### config.mk
export PLATFORM = sky130hd
export DESIGN_NAME = led_matrix_pwm_scanner
export DESIGN_NICKNAME = d
export VERILOG_FILES = /design/src/hdl/lmps_pkg.sv /design/src/hdl/lmps_ram.sv /design/src/hdl/led_matrix_pwm_scanner.sv
export SDC_FILE = /design/constraint.sdc
export NUM_CORES = 1
export LEC_CHECK = 0
export ABC_AREA = 1
export BUFFER_PORTS_ARGS = -buffer_cell sky130_fd_sc_hd__buf_4
export CAP_MARGIN = 15
export CORE_AREA = 5 5 319 321
export DETAILED_ROUTE_END_ITERATION = 16
export DIE_AREA = 0 0 324 326
export GPL_ROUTABILITY_DRIVEN = 0
export PLACE_DENSITY = 0.49
export SLEW_MARGIN = 20
export SYNTH_ARGS = -nofsm -noshare
export SYNTH_HDL_FRONTEND = slang
export SYNTH_SLANG_ARGS = --single-unit
### constraint.sdc
create_clock -name clk -period 3.5 [get_ports clk]
set_clock_uncertainty 0.2 [all_clocks]
set_input_delay 0.525 -clock clk [delete_from_list [all_inputs] [get_ports clk]]
set_output_delay 0.525 -clock clk [all_outputs]
set_load 0.005 [all_outputs]
### src/hdl/lmps_pkg.sv
`default_nettype none
package lmps_pkg;

	localparam int DEF_COLUMNS  = 4;
	localparam int DEF_CHANNELS = 15;

	localparam int LEVEL_W    = 8;
	localparam int DRIVE_W    = 4;
	localparam int CFG_IDX_W  = 1;
	localparam int CFG_DATA_W = 8;

	localparam logic [LEVEL_W-1:0] RST_LEVEL_STEP  = 8'd13;
	localparam logic [LEVEL_W-1:0] RST_LEVEL_LIMIT = 8'd250;

	typedef enum logic [CFG_IDX_W-1:0] {
		REG_LEVEL_STEP  = 1'b0,
		REG_LEVEL_LIMIT = 1'b1
	} cfg_reg_t;

	typedef enum logic [1:0] {
		PH_SHIFT = 2'd0,
		PH_LATCH = 2'd1,
		PH_END   = 2'd2
	} phase_t;

	// what one tick carries from the counter stage to the compare stage
	typedef struct packed {
		phase_t               kind;
		logic [DRIVE_W-1:0]   drive;
		logic [LEVEL_W-1:0]   level;
	} step_t;

endpackage
`default_nettype wire

### src/hdl/lmps_ram.sv
`default_nettype none
module lmps_ram #(
	parameter int WIDTH = 8,
	parameter int DEPTH = 64,
	localparam int AW = (DEPTH > 1) ? $clog2(DEPTH) : 1
) (
	input  wire logic             clk,
	input  wire logic             we,
	input  wire logic [AW-1:0]    wr_addr,
	input  wire logic [WIDTH-1:0] wr_data,
	input  wire logic             re,
	input  wire logic [AW-1:0]    rd_addr,
	output logic      [WIDTH-1:0] rd_data
);

	logic [WIDTH-1:0] mem_q [DEPTH];

	always_ff @(posedge clk) begin
		if (we) begin
			mem_q[wr_addr] <= wr_data;
		end
		// read data holds while re is low
		if (re) begin
			rd_data <= mem_q[rd_addr];
		end
	end

endmodule
`default_nettype wire

### src/hdl/led_matrix_pwm_scanner.sv
`default_nettype none
// channel   handshake            payload
// req       req_valid/req_stall  req_type, pixel_column, pixel_channel, pixel_value
// rsp       rsp_valid/rsp_stall  column_drive, serial_bit, shift_strobe,
//                                latch_strobe, frame_done
// cfg       cfg_valid/cfg_ready  cfg_index, cfg_data
//
// one item per cycle unless req_stall is high; a tick passes the counter stage,
// then the frame buffer read and threshold compare into the output register
// after reset the frame buffer is zeroed, one entry a cycle, all COLUMNS * 2^clog2(CHANNELS)
// entries (64 by default); req_stall stays high meanwhile, cfg writes are taken
// rsp_stall holds the pipeline; req_stall rises during the clear, or when both stages are full and rsp_stall is high
module led_matrix_pwm_scanner #(
	parameter int COLUMNS  = lmps_pkg::DEF_COLUMNS,
	parameter int CHANNELS = lmps_pkg::DEF_CHANNELS
) (
	input  wire logic                            clk,
	input  wire logic                            arst_n,

	input  wire logic                            req_valid,
	output logic                                 req_stall,
	input  wire logic                            req_type,
	input  wire logic [1:0]                      pixel_column,
	input  wire logic [3:0]                      pixel_channel,
	input  wire logic [7:0]                      pixel_value,

	output logic                                 rsp_valid,
	input  wire logic                            rsp_stall,
	output logic [lmps_pkg::DRIVE_W-1:0]         column_drive,
	output logic                                 serial_bit,
	output logic                                 shift_strobe,
	output logic                                 latch_strobe,
	output logic                                 frame_done,

	input  wire logic                            cfg_valid,
	output logic                                 cfg_ready,
	input  wire logic [lmps_pkg::CFG_IDX_W-1:0]  cfg_index,
	input  wire logic [lmps_pkg::CFG_DATA_W-1:0] cfg_data
);

	import lmps_pkg::*;

	localparam int COL_W  = $clog2(COLUMNS);
	localparam int CH_W   = $clog2(CHANNELS);
	localparam int ADDR_W = COL_W + CH_W;
	localparam int DEPTH  = COLUMNS << CH_W;

	// configuration
	logic [LEVEL_W-1:0] level_step_q;
	logic [LEVEL_W-1:0] level_limit_q;

	assign cfg_ready = 1'b1;

	always_ff @(posedge clk or negedge arst_n) begin
		if (!arst_n) begin
			level_step_q  <= RST_LEVEL_STEP;
			level_limit_q <= RST_LEVEL_LIMIT;
		end else if (cfg_valid && cfg_ready) begin
			case (cfg_reg_t'(cfg_index))
				REG_LEVEL_STEP:  level_step_q  <= cfg_data;
				REG_LEVEL_LIMIT: level_limit_q <= cfg_data;
				default: ;
			endcase
		end
	end

	// frame buffer clearing pass
	logic              clr_active_q;
	logic [ADDR_W-1:0] clr_addr_q;

	always_ff @(posedge clk or negedge arst_n) begin
		if (!arst_n) begin
			clr_active_q <= 1'b1;
			clr_addr_q   <= '0;
		end else if (clr_active_q) begin
			clr_addr_q <= clr_addr_q + 1'b1;
			if (clr_addr_q == ADDR_W'(DEPTH - 1)) begin
				clr_active_q <= 1'b0;
			end
		end
	end

	// handshake and pipeline control
	logic  s1_valid_q;
	step_t step_s1;
	logic  s1_adv;
	logic  req_go;
	logic  tick_go;

	assign s1_adv    = s1_valid_q && (!rsp_valid || !rsp_stall);
	assign req_stall = clr_active_q || (s1_valid_q && rsp_valid && rsp_stall);
	assign req_go    = req_valid && !req_stall;
	assign tick_go   = req_go && req_type;

	// scan counters
	phase_t             phase_q, phase_d;
	logic [CH_W-1:0]    bit_pos_q, bit_pos_d;
	logic [COL_W-1:0]   shift_col_q, shift_col_d;
	logic [COL_W-1:0]   lit_col_q, lit_col_d;
	logic [LEVEL_W-1:0] level_q, level_d;
	logic [LEVEL_W:0]   level_sum;

	assign level_sum = {1'b0, level_q} + {1'b0, level_step_q};

	always_comb begin
		phase_d     = phase_q;
		bit_pos_d   = bit_pos_q;
		shift_col_d = shift_col_q;
		lit_col_d   = lit_col_q;
		level_d     = level_q;
		case (phase_q)
			PH_SHIFT: begin
				if (bit_pos_q == '0) begin
					phase_d = PH_LATCH;
				end else begin
					bit_pos_d = bit_pos_q - 1'b1;
				end
			end
			PH_LATCH: begin
				lit_col_d = shift_col_q;
				bit_pos_d = CH_W'(CHANNELS - 1);
				phase_d   = PH_SHIFT;
				if (shift_col_q == COL_W'(COLUMNS - 1)) begin
					shift_col_d = '0;
					// sum taken one bit wider so the level never wraps
					if (level_sum >= {1'b0, level_limit_q}) begin
						phase_d = PH_END;
					end else begin
						level_d = level_sum[LEVEL_W-1:0];
					end
				end else begin
					shift_col_d = shift_col_q + 1'b1;
				end
			end
			PH_END: begin
				level_d     = '0;
				shift_col_d = '0;
				bit_pos_d   = CH_W'(CHANNELS - 1);
				phase_d     = PH_SHIFT;
			end
			default: begin
				phase_d = PH_SHIFT;
			end
		endcase
	end

	always_ff @(posedge clk or negedge arst_n) begin
		if (!arst_n) begin
			phase_q     <= PH_SHIFT;
			bit_pos_q   <= CH_W'(CHANNELS - 1);
			shift_col_q <= '0;
			lit_col_q   <= COL_W'(COLUMNS - 1);
			level_q     <= '0;
		end else if (tick_go) begin
			phase_q     <= phase_d;
			bit_pos_q   <= bit_pos_d;
			shift_col_q <= shift_col_d;
			lit_col_q   <= lit_col_d;
			level_q     <= level_d;
		end
	end

	// step fields known before the buffer read
	step_t step_d;

	always_comb begin
		step_d.kind  = phase_q;
		step_d.level = level_q;
		if (phase_q == PH_SHIFT) begin
			step_d.drive = DRIVE_W'({{(DRIVE_W-1){1'b0}}, 1'b1} << lit_col_q);
		end else begin
			step_d.drive = '0;
		end
	end

	always_ff @(posedge clk or negedge arst_n) begin
		if (!arst_n) begin
			s1_valid_q <= 1'b0;
		end else if (tick_go) begin
			s1_valid_q <= 1'b1;
		end else if (s1_adv) begin
			s1_valid_q <= 1'b0;
		end
	end

	always_ff @(posedge clk) begin
		if (tick_go) begin
			step_s1 <= step_d;
		end
	end

	// frame buffer ports
	logic [COL_W+1:0]   wr_col_ext;
	logic [CH_W+3:0]    wr_ch_ext;
	logic               wr_in_range;
	logic               ram_we;
	logic [ADDR_W-1:0]  ram_wr_addr;
	logic [LEVEL_W-1:0] ram_wr_data;
	logic [LEVEL_W-1:0] ram_rd_data;

	assign wr_col_ext  = (COL_W + 2)'(pixel_column);
	assign wr_ch_ext   = (CH_W + 4)'(pixel_channel);
	assign wr_in_range = (wr_col_ext < (COL_W + 2)'(COLUMNS)) &&
		(wr_ch_ext < (CH_W + 4)'(CHANNELS));

	always_comb begin
		if (clr_active_q) begin
			ram_we      = 1'b1;
			ram_wr_addr = clr_addr_q;
			ram_wr_data = '0;
		end else begin
			ram_we      = req_go && !req_type && wr_in_range;
			ram_wr_addr = {wr_col_ext[COL_W-1:0], wr_ch_ext[CH_W-1:0]};
			ram_wr_data = pixel_value;
		end
	end

	lmps_ram #(
		.WIDTH (LEVEL_W),
		.DEPTH (DEPTH)
	) u_frame_buf (
		.clk     (clk),
		.we      (ram_we),
		.wr_addr (ram_wr_addr),
		.wr_data (ram_wr_data),
		.re      (tick_go),
		.rd_addr ({shift_col_q, bit_pos_q}),
		.rd_data (ram_rd_data)
	);

	// threshold compare into the output register
	always_ff @(posedge clk or negedge arst_n) begin
		if (!arst_n) begin
			rsp_valid <= 1'b0;
		end else if (s1_adv) begin
			rsp_valid <= 1'b1;
		end else if (!rsp_stall) begin
			rsp_valid <= 1'b0;
		end
	end

	always_ff @(posedge clk) begin
		if (s1_adv) begin
			column_drive <= step_s1.drive;
			serial_bit   <= (step_s1.kind == PH_SHIFT) && (ram_rd_data >= step_s1.level);
			shift_strobe <= step_s1.kind == PH_SHIFT;
			latch_strobe <= step_s1.kind == PH_LATCH;
			frame_done   <= step_s1.kind == PH_END;
		end
	end

	a_clear_blocks_req: assert property (@(posedge clk) disable iff (!arst_n)
		clr_active_q |-> req_stall)
		else $error("item taken during buffer clear");

	a_one_strobe: assert property (@(posedge clk) disable iff (!arst_n)
		rsp_valid |-> $onehot({shift_strobe, latch_strobe, frame_done}))
		else $error("result is not exactly one kind of step");

	a_blank_off_shift: assert property (@(posedge clk) disable iff (!arst_n)
		rsp_valid && !shift_strobe |-> column_drive == '0 && serial_bit == 1'b0)
		else $error("columns or data active on a latch or end step");

	a_end_counters: assert property (@(posedge clk) disable iff (!arst_n)
		phase_q == PH_END |-> shift_col_q == '0 && bit_pos_q == CH_W'(CHANNELS - 1))
		else $error("counters not rewound before frame end");

	a_s1_holds: assert property (@(posedge clk) disable iff (!arst_n)
		s1_valid_q && rsp_valid && rsp_stall |=> s1_valid_q)
		else $error("held tick lost from compare stage");

endmodule
`default_nettype wire

**After elaboration in Yosys (flattened, before gate mapping)**

Memory sizes are Yosys's and may differ from the RTL's. A register that Yosys moved wholly into a read port is not among the register bits.
Index checks and enable logic that the tools add are counted.

- Register bits: 65
- Bits in latches: 0
- Bits in writable memories: 512
- ROM bits: 0
- Output and inout port bits: 11
- Word-level logic and storage cells: 92
- Memories: 1

- Add/sub/neg operators: 4
- Multiply operators: 0
- Div/mod/pow operators: 0
- Order comparisons: 4
- Eq/ne operators: 11
- Shifts and indexed selects: 1
- Mux-type cells: 22
- Bitwise logic cells: 1
- Reductions and logical operators: 29

Memories:

| memory | words | bits a word | rd ports | clocked after Yosys merged registers in | write ports | line | RTL |
|---|---|---|---|---|---|---|---|
| u_frame_buf.mem_q | 64 | 8 | 1 | 1 | 1 | lmps_ram.sv:16 | `logic [WIDTH-1:0] mem_q [DEPTH];` |

Operator list:

| kind | number |
|---|---|
| 2-to-1 mux 8 bit | 3 |
| case mux 8 bit (2 select lines) | 1 |
| AND reduction 2 bit | 5 |
| adder 8 x 8 -> 9 bit | 1 |
| >= comparator 9 x 8 -> 1 bit | 1 |
| logical AND 1 bit | 9 |
| 2-to-1 mux 1 bit | 9 |
| >= comparator 8 bit | 1 |
| 2-to-1 mux 2 bit | 4 |
| != test 2 bit, second input constant | 4 |
| case mux 2 bit (2 select lines) | 2 |
| case mux 4 bit (2 select lines) | 1 |
| adder 6 x 1 -> 6 bit, second input constant | 1 |
| equality test 2 bit, second input constant | 3 |
| equality test 6 bit, second input constant | 1 |
| 2-to-1 mux 6 bit | 1 |
| nonzero test 2 bit | 3 |
| equality test 2 x 1 -> 1 bit, second input constant | 2 |
| logical NOT 1 bit | 4 |
| logical NOT 2 bit | 2 |
| logical NOT 4 bit | 1 |
| < comparator 4 bit, second input constant | 1 |
| 2-to-1 mux 4 bit | 1 |
| AND reduction 4 bit | 1 |
| other kinds (9) | 10 |

**Logic depth before layout (Yosys ltp)**

Gate-level depths: netlist of run 1.

- Depth in word-level cells: 10
- Mapped depth: 20
- Gate-level depth less buffers: 20

**Modules after synthesis**

From an unflattened synthesis of run 1, not the netlist that was laid out.

- Cell total of the unflattened synthesis: 2218
- Area total of the unflattened synthesis: 24990.2 um^2

By module, submodules not included:

| module | times used | cells each | area each (um^2) | seq. area each (um^2) |
|---|---|---|---|---|
| lmps_ram | 1 | 1805 | 21419.3 | 15615.0 |
| led_matrix_pwm_scanner | 1 | 413 | 3570.9 | 1755.4 |

**Worst setup path after synthesis of run 1**

OpenSTA, ideal clock, no wires.

- Kind: register -> register
- Start: reg clr_active_q
- End: mem u_frame_buf.mem_q[0][0] (data pin)
- Setup time: 0.502 ns
- Arrival: 2.239 ns
- Required time: 2.798 ns
- Slack: 0.558 ns
- Cell stages (with the launch flop): 4
- Path buffers: 2
- Clock period less this slack: 2.942 ns
- Cell sequence: dfstp_2 > buf_4 > clkbuf_1 > nor2_1

- Word-level cells in the longest chain between the ends: 1

Ends and longest elaborated chain:

| element | line | RTL |
|---|---|---|
| start, declared | led_matrix_pwm_scanner.sv:68 | `logic clr_active_q;` |
| start signal, assigned | led_matrix_pwm_scanner.sv:73 | `clr_active_q <= 1'b1;` |
| start signal, assigned | led_matrix_pwm_scanner.sv:78 | `clr_active_q <= 1'b0;` |
| 2-to-1 mux 8 bit | led_matrix_pwm_scanner.sv:207 | `if (clr_active_q) begin` |
| named net ram_wr_data[0] | led_matrix_pwm_scanner.sv:198 | `logic [LEVEL_W-1:0] ram_wr_data;` |
| end, declared | lmps_ram.sv:16 |  |

The timed path passes the listed nets, and every way through them passes these cells.

**Final worst setup path of run 1**

- Start: reg level_q[0]
- End: reg level_q[0]

- Word-level cells in the longest chain between the ends: 4
- Elaborated cells between the ends (all ways): 7
- Classes of those cells: 1 x add/sub; 1 x order compare; 1 x eq/ne; 3 x mux; 1 x reduce/logical

Ends and longest elaborated chain:

| element | line | RTL |
|---|---|---|
| start, declared | led_matrix_pwm_scanner.sv:100 | `logic [LEVEL_W-1:0] level_q, level_d;` |
| start signal, assigned | led_matrix_pwm_scanner.sv:159 | `level_q <= level_d;` |
| adder 8 x 8 -> 9 bit * | led_matrix_pwm_scanner.sv:103 | `assign level_sum = {1'b0, level_q} + {1'b0, level_step_q};` |
| >= comparator 9 x 8 -> 1 bit or 2-to-1 mux 8 bit (tied branches) | led_matrix_pwm_scanner.sv:126 | `if (level_sum >= {1'b0, level_limit_q}) begin` |
| != test 2 bit (no line) or 2-to-1 mux 8 bit (tied branches) | - |  |
| AND reduction 4 bit (no line) or case mux 8 bit (2 select lines) (tied branches) | - |  |

Every way passes the cells marked *; elsewhere a longest branch is shown, timed or not. The select of a mux whose other input is x is not followed.
A chain may end at the register's enable or synchronous reset.

==> flow_summary.json, run 1 <==
{
  "outcome": "finished clean",
  "drt_iter0_drc": 1555,
  "core_area_mm2": 0.0990,
  "crit_type": "flop to flop",
  "crit_path_start_kind": "flop",
  "relSlewSlack_pct": 39.5,
  "most-common-layout-cells": "edfxtp_1, nor2_1, nand2_1, o21ai_0, nand3_1",
  "async_reset_ff_share_pct": 7.35,
  "route.detailed.drc": 0,
  "arrival_ns": 3.53,
  "period_minus_slack_ns": 3.25,
  "fmax_ghz": 0.308,
  "setup_viol": 0,
  "io_buffers": 38,
  "ctsLongestPathBuffers": 3,
  "grt_pass1_vias": 15700,
  "power.leakage_nw": 10.2,
  "overflow": 0,
  "critical_path.top_delay_family": "simple AND/OR/NAND/NOR gates",
  "critPathMaxStageDelay_ns": 0.44,
  "synthTopCellsByArea": "edfxtp_1, nor2_1, nand2_1",
  "drive_gt1_share_pct": 12.3,
  "synth_top_cell_by_area": "edfxtp_1",
  "total_power_mw": 21.0,
  "hpwl_um": 39400,
  "worst_pin_slew_ns": 0.908,
  "ant_nets": 0,
  "pin_count": 40,
  "hold_class": "input port to flop",
  "clk_latency_ns": 0.61,
  "nets": 2246,
  "nFillCells": 10100,
  "dieArea_mm2": 0.106,
  "path_max_fanout": 8,
  "tritoncts": "done",
  "register_area_mm2": 0.0174,
  "vias": 16000,
  "rsz0062_at_grt": "false",
  "critPathCaptureType": "flop",
  "yosysSeqAreaShare_pct": 71.3,
  "grt.total_usage_pct": 12.2,
  "antenna_cells": 0,
  "final_max_slew_viol_count": 0,
  "worst-path-buf-inv": 2,
  "multiInputGateArea_mm2": 0.00612,
  "cts.sinks": 585,
  "drt-vias-per-instance": 4.54,
  "maxCapViolCount": 0,
  "wl_um": 66000,
  "cts-root-buf": "clkbuf_16",
  "syn-cell-area_mm2": 0.0244,
  "initial_utilization_pct": 24.6,
  "crit_chain": "ha_1 > fa_1 > nand3_1 > nand3_1 > xor2_1 > inv_1 > ha_1 > nand2_1 > inv_1 > nand3b_1 > nor2_1 > nor2_1 > nand3_1 > nand2_1 > nand3_1 > nand2_1 > nand2_1",
  "wl_per_cell_um": 18.7,
  "synth-edff-count": 542,
  "final_util_pct": 29.2,
  "synth_cells": 2076,
  "ys_ff_latch": 585,
  "setup_tns_ns": 0,
  "avgSynthCellArea_um2": 11.7,
  "finalCritPeriodShare_pct": 92.8,
  "die_y_um": 326,
  "worstPathRequired_ns": 3.78,
  "ctsHtreeMaxLevel": 3,
  "crit_slowest_cell": "fa_1",
  "rows": 116,
  "antenna_found_initial": 0,
  "ys_types": 35,
  "final_common_cell": "edfxtp_1",
  "area_growth_pct": 18.6,
  "finalHoldViolCount": 0,
  "grt_max_degree": 102,
  "die_x_um": 324,
  "synthFlopType": "edfxtp_1",
  "synth_top_cell_area_share_pct": 66.8,
  "ir_worst_vdd_mv": 0.489,
  "ys_warn_count": 0,
  "numCtsBuffers": 67,
  "syn-num-nets": 2136,
  "grt_pass1_wl_um": 99900,
  "drt_first_pass_iters": 7,
  "clkTransAtPathRegs_ns": 0.06,
  "powerDensity_mw_per_mm2": 728
}
[through the flow]
stage	area [um2]	hold WS, ns	setup slack (ns)	instances
2_1_floorplan	24400	0.0294	0.558	2076
3_3_place_gp	26700	0.216	0.342	3406
3_5_place_dp	26700	0.213	0.311	3406
4_1_cts	28900	0.00333	0.297	3534
5_1_grt	28900	0.0371	0.0554	3534
6_report	28900	0.0393	0.252	3534
[path summary, 6_finish.rpt]
path	startpoint	endpoint	slack, ns	cells past startpoint
min	cfg_data[3]	level_step_q[3]$_DFFE_PN1P_	0.04	3
max	level_q[0]$_DFFE_PN0P_	level_q[0]$_DFFE_PN0P_	0.25	17
max reg2reg	level_q[0]$_DFFE_PN0P_	level_q[0]$_DFFE_PN0P_	0.25	17
max in group asynchronous	arst_n	bit_pos_q[0]$_DFFE_PN0P_	2.38	2
min in group asynchronous	arst_n	rsp_valid$_DFFE_PN0P_	0.27	2
min reg2reg	step_s1[9]$_SDFFCE_PP0P_	column_drive[1]$_DFFE_PP_	0.22	0
[flip-flops by register name, summed over array words and instances (netlist names), 4 cells and up]
| signal | count |
|---|---|
| level_limit_q | 8 |
| level_q | 8 |
| column_drive | 4 |
| u_frame_buf.rd_data | 8 |
| level_step_q | 8 |
| clr_addr_q | 6 |
| step_s1 | 14 |
| bit_pos_q | 4 |
| u_frame_buf.mem_q | 512 |
[worst min-delay path, delay by kind of cell]
| family | cells | cell delay [ns] |
|---|---|---|
| buffers and inverters | 2 | 0.21 |
| AO/OA/AOI/OAI | 1 | 0.10 |
[repair_timing]
| action | 4_1_cts | 5_1_grt |
|---|---|---|
| buffers inserted | 0 | 0 |
| setup endpoints to repair | 0 | 0 |
| endpoints found under the hold margin | 39 | 0 |
| hold buffers | 9 | 0 |
| resized for setup | 0 | 0 |
[routing by layer]
layer | GRT usage [%] | share of wire, % | vias to the layer above | wire length (um)
met1 | 17.7 | 47 | 7895 | 31100
li1 | - | - | 7569 | -
met3 | 1.82 | 5.6 | 107 | 3680
met4 | 3.64 | 2.4 | 0 | 1570
met2 | 19.0 | 45 | 478 | 29700
met5 | 0 | 0 | - | 0
[cells in the mapped netlist, types with 10 or more instances]
cell type	n
nor2_1	417
nand4_1	18
o22ai_1	28
nand3_1	154
dfrtp_1	28
dfstp_2	15
clkbuf_1	62
a21oi_1	49
o21ai_0	179
o211ai_1	52
edfxtp_1	542
buf_6	10
ha_1	30
inv_1	91
buf_2	24
o21ai_1	68
nand2_1	260
[where the power goes]
part / switching (mW) / leakage, nW / total, mW / internal [mW]
combinational: 4.33 / 3.80 / 6.20 / 1.87
clock: 2.80 / 1.02 / 6.65 / 3.85
sequential: 0.233 / 5.40 / 8.17 / 7.93
total: 7.37 / 10.2 / 21.0 / 13.7
[cell families (layout without fill, tap and decap cells)]
family / count (synthesis) / in the layout / share of synthesized area, %
AOI/OAI and AO/OA: 380 / 380 / 8.53
xor gates and xnor gates: 9 / 9 / 0.324
adders and majority gates: 31 / 31 / 1.62
buffers and inverters: 208 / 368 / 3.83
DFF: 585 / 585 / 71.3
other: 1 / 1 / 0.0154
and+or+nand+nor: 862 / 862 / 14.4
[layout make-up]
cell class              instances  share of cell area [%]
clock buffers                  82                    6.29
clock inverters                37                   0.888
inverters                      96                    1.27
multi-input cells            1283                    21.2
flip-flops and latches        585                    60.2
well taps                    1298                    5.62
repair buffers                153                    4.57
No activity file was read; power rests on OpenSTA's default activity.
==> run 2, diff against run 1 <==
Settings changed: BUFFER_PORTS_ARGS -buffer_cell sky130_fd_sc_hd__buf_4 to default, CTS_CLUSTER_DIAMETER from default to 80, DONT_BUFFER_PORTS from default to 1.
==> run 2 against run 1 <==
Effect of this change: cell area fell by 1.4%; hold slack gained 0.030 ns; fmax grew 2.7%; die area stayed put; sequential share of layout area rose by 0.85 points; first-iteration DRC count shrank 14%; clock power up 0.6%; sequential power shrank 0.7%; largest cell class unchanged; largest power group unchanged.
==> flow_summary.json, run 2 (synthesis gave the netlist of run 1 again) <==
{
  "worst_pin_slew_ns": 0.968,
  "regMostFlops": "u_frame_buf.mem_q",
  "grt_pass1_wl_um": 98000,
  "dieArea_mm2": 0.106,
  "dp_slack_ns": 0.292,
  "numCtsBuffers": 66,
  "final_util_pct": 28.8,
  "grt.total_usage_pct": 12.1,
  "nFillCells": 10100,
  "drt_iter0_drc": 1337,
  "largest_reg_flops": 512,
  "hold_class": "input port to flop",
  "final_area_mm2": 0.0285,
  "outcome": "finished clean",
  "overflow": 0,
  "core_area_mm2": 0.0990,
  "hpwl_um": 39000,
  "drt-vias-per-instance": 4.60,
  "hp-start": "req_type",
  "reg_top3": "u_frame_buf.mem_q x512, step_s1 x14",
  "setup_viol": 0,
  "area_growth_pct": 16.9,
  "reg2reg_slack_ns": 0.34,
  "drt_first_pass_iters": 5,
  "clk_latency_ns": 0.61,
  "cts-root-buf": "clkbuf_16",
  "antenna_cells": 0,
  "powerDensity_mw_per_mm2": 738,
  "most-common-layout-cells": "edfxtp_1, nor2_1, nand2_1, o21ai_0, nand3_1",
  "rows": 116,
  "io_buffers": 0,
  "reg2reg_to": "level_q[6]$_DFFE_PN0P_",
  "wl_per_cell_um": 18.9,
  "pin_count": 40,
  "initial_utilization_pct": 24.6,
  "route.detailed.drc": 0,
  "grt_max_degree": 105,
  "min_to": "s1_valid_q$_DFFE_PN0P_",
  "nets": 2184,
  "r2r_start": "level_q[0]$_DFFE_PN0P_",
  "finalCritPeriodShare_pct": 90.4,
  "ctsLongestPathBuffers": 3,
  "whs_path_depth": 3,
  "wl_um": 65500,
  "ir_worst_vdd_mv": 0.450,
  "antenna_found_initial": 0,
  "die_y_um": 326,
  "final_common_cell": "edfxtp_1",
  "final_max_slew_viol_count": 0,
  "rsz0062_at_grt": "false",
  "worstPathRequired_ns": 3.78,
  "die_x_um": 324,
  "relSlewSlack_pct": 35.4,
  "crit_path_start_kind": "flop",
  "critPathCaptureType": "flop",
  "finalHoldViolCount": 0,
  "ctsHtreeMaxLevel": 3,
  "power.leakage_nw": 9.93,
  "period_minus_slack_ns": 3.16,
  "vias": 15900,
  "ant_nets": 0,
  "arrival_ns": 3.45,
  "cts.sinks": 585,
  "maxCapViolCount": 0,
  "drive_gt1_share_pct": 9.71,
  "tritoncts": "done",
  "worst_slack_ns": 0.337,
  "path_max_fanout": 8,
  "post_dp_cell_area_mm2": 0.0263,
  "whs_ns": 0.0694,
  "rr_worst_depth": 17,
  "grt_pass1_vias": 15700,
  "setup_tns_ns": 0,
  "crit_type": "flop to flop",
  "clkTransAtPathRegs_ns": 0.06,
  "fmax_ghz": 0.316
}
==> run 2: changes by cell type in the layout (fill, tap and decap cells not counted), moves of 2 or more <==
cell / delta
bufinv_16: +2
buf_4: -64
clkbuf_16: -2
clkinv_1: -3
clkinv_2: -7
inv_6: +2
clkbuf_1: +4
==> run 2: critical path: stages (launching register included) <==
cell and delay, ns:
dfrtp_1 0.40, ha_1 0.24, fa_1 0.44, nand3_1 0.14, nand3_1 0.12, xor2_1 0.22
inv_1 0.08, ha_1 0.31, nand2_1 0.08, nor2_1 0.04, nand2_1 0.05, nand2_1 0.05
nor2_1 0.15, nand3_1 0.12, nand2_1 0.09, nand3_2 0.16, nand2_1 0.10, nand2_1 0.05
==> run 2: layout make-up <==
cell class / instances / area (um2) / share of cell area [%]
flip-flops and latches: 585 / 17400 / 61.0
multi-input cells: 1283 / 6130 / 21.5
clock buffers: 85 / 1800 / 6.30
well taps: 1298 / 1620 / 5.70
repair buffers: 92 / 898 / 3.15
inverters: 96 / 368 / 1.29
clock inverters: 31 / 288 / 1.01
==> run 2: how the worst max path moves through the flow <==
stage               slack, ns                                end                    from
global placement         0.31             level_q[1]$_DFFE_PN0P_  level_q[0]$_DFFE_PN0P_
CTS                      0.26             level_q[6]$_DFFE_PN0P_  level_q[0]$_DFFE_PN0P_
finish                   0.34             level_q[6]$_DFFE_PN0P_  level_q[0]$_DFFE_PN0P_
detailed placement       0.29             level_q[6]$_DFFE_PN0P_  level_q[0]$_DFFE_PN0P_
floorplan                0.56  u_frame_buf.mem_q[0][0]$_DFFE_PP_  clr_active_q$_DFF_PN1_
global route             0.08             level_q[3]$_DFFE_PN0P_  level_q[0]$_DFFE_PN0P_
==> run 2: metrics by stage <==
stage          total power, mW  instances
2_1_floorplan             12.4       2076
4_1_cts                   21.2       3470
3_5_place_dp              14.4       3343
6_report                  21.0       3470
3_3_place_gp              14.4       3343
5_1_grt                   22.2       3470
==> run 2: what timing repair did <==
item,CTS,global route
buffers inserted,0,0
hold endpoints to repair,60,0
setup endpoints to repair,0,6
gates resized for setup,0,1
hold buffers,11,0
==> run 2: where the power goes <==
group	internal, mW	switching [mW]	leakage [nW]
clock network	3.93	2.76	1.02
registers	7.94	0.178	5.40
logic	1.86	4.36	3.51
total	13.7	7.30	9.93
==> run 2: routing by layer <==
metal	routed length (um)	vias up	track usage, %	part of all wire, %
met3	4640	112	2.72	7.1
met2	29600	538	18.9	45
li1	-	7439	-	-
met5	0	-	0	0
met1	29300	7859	16.8	45
met4	1960	0	3.89	3.0
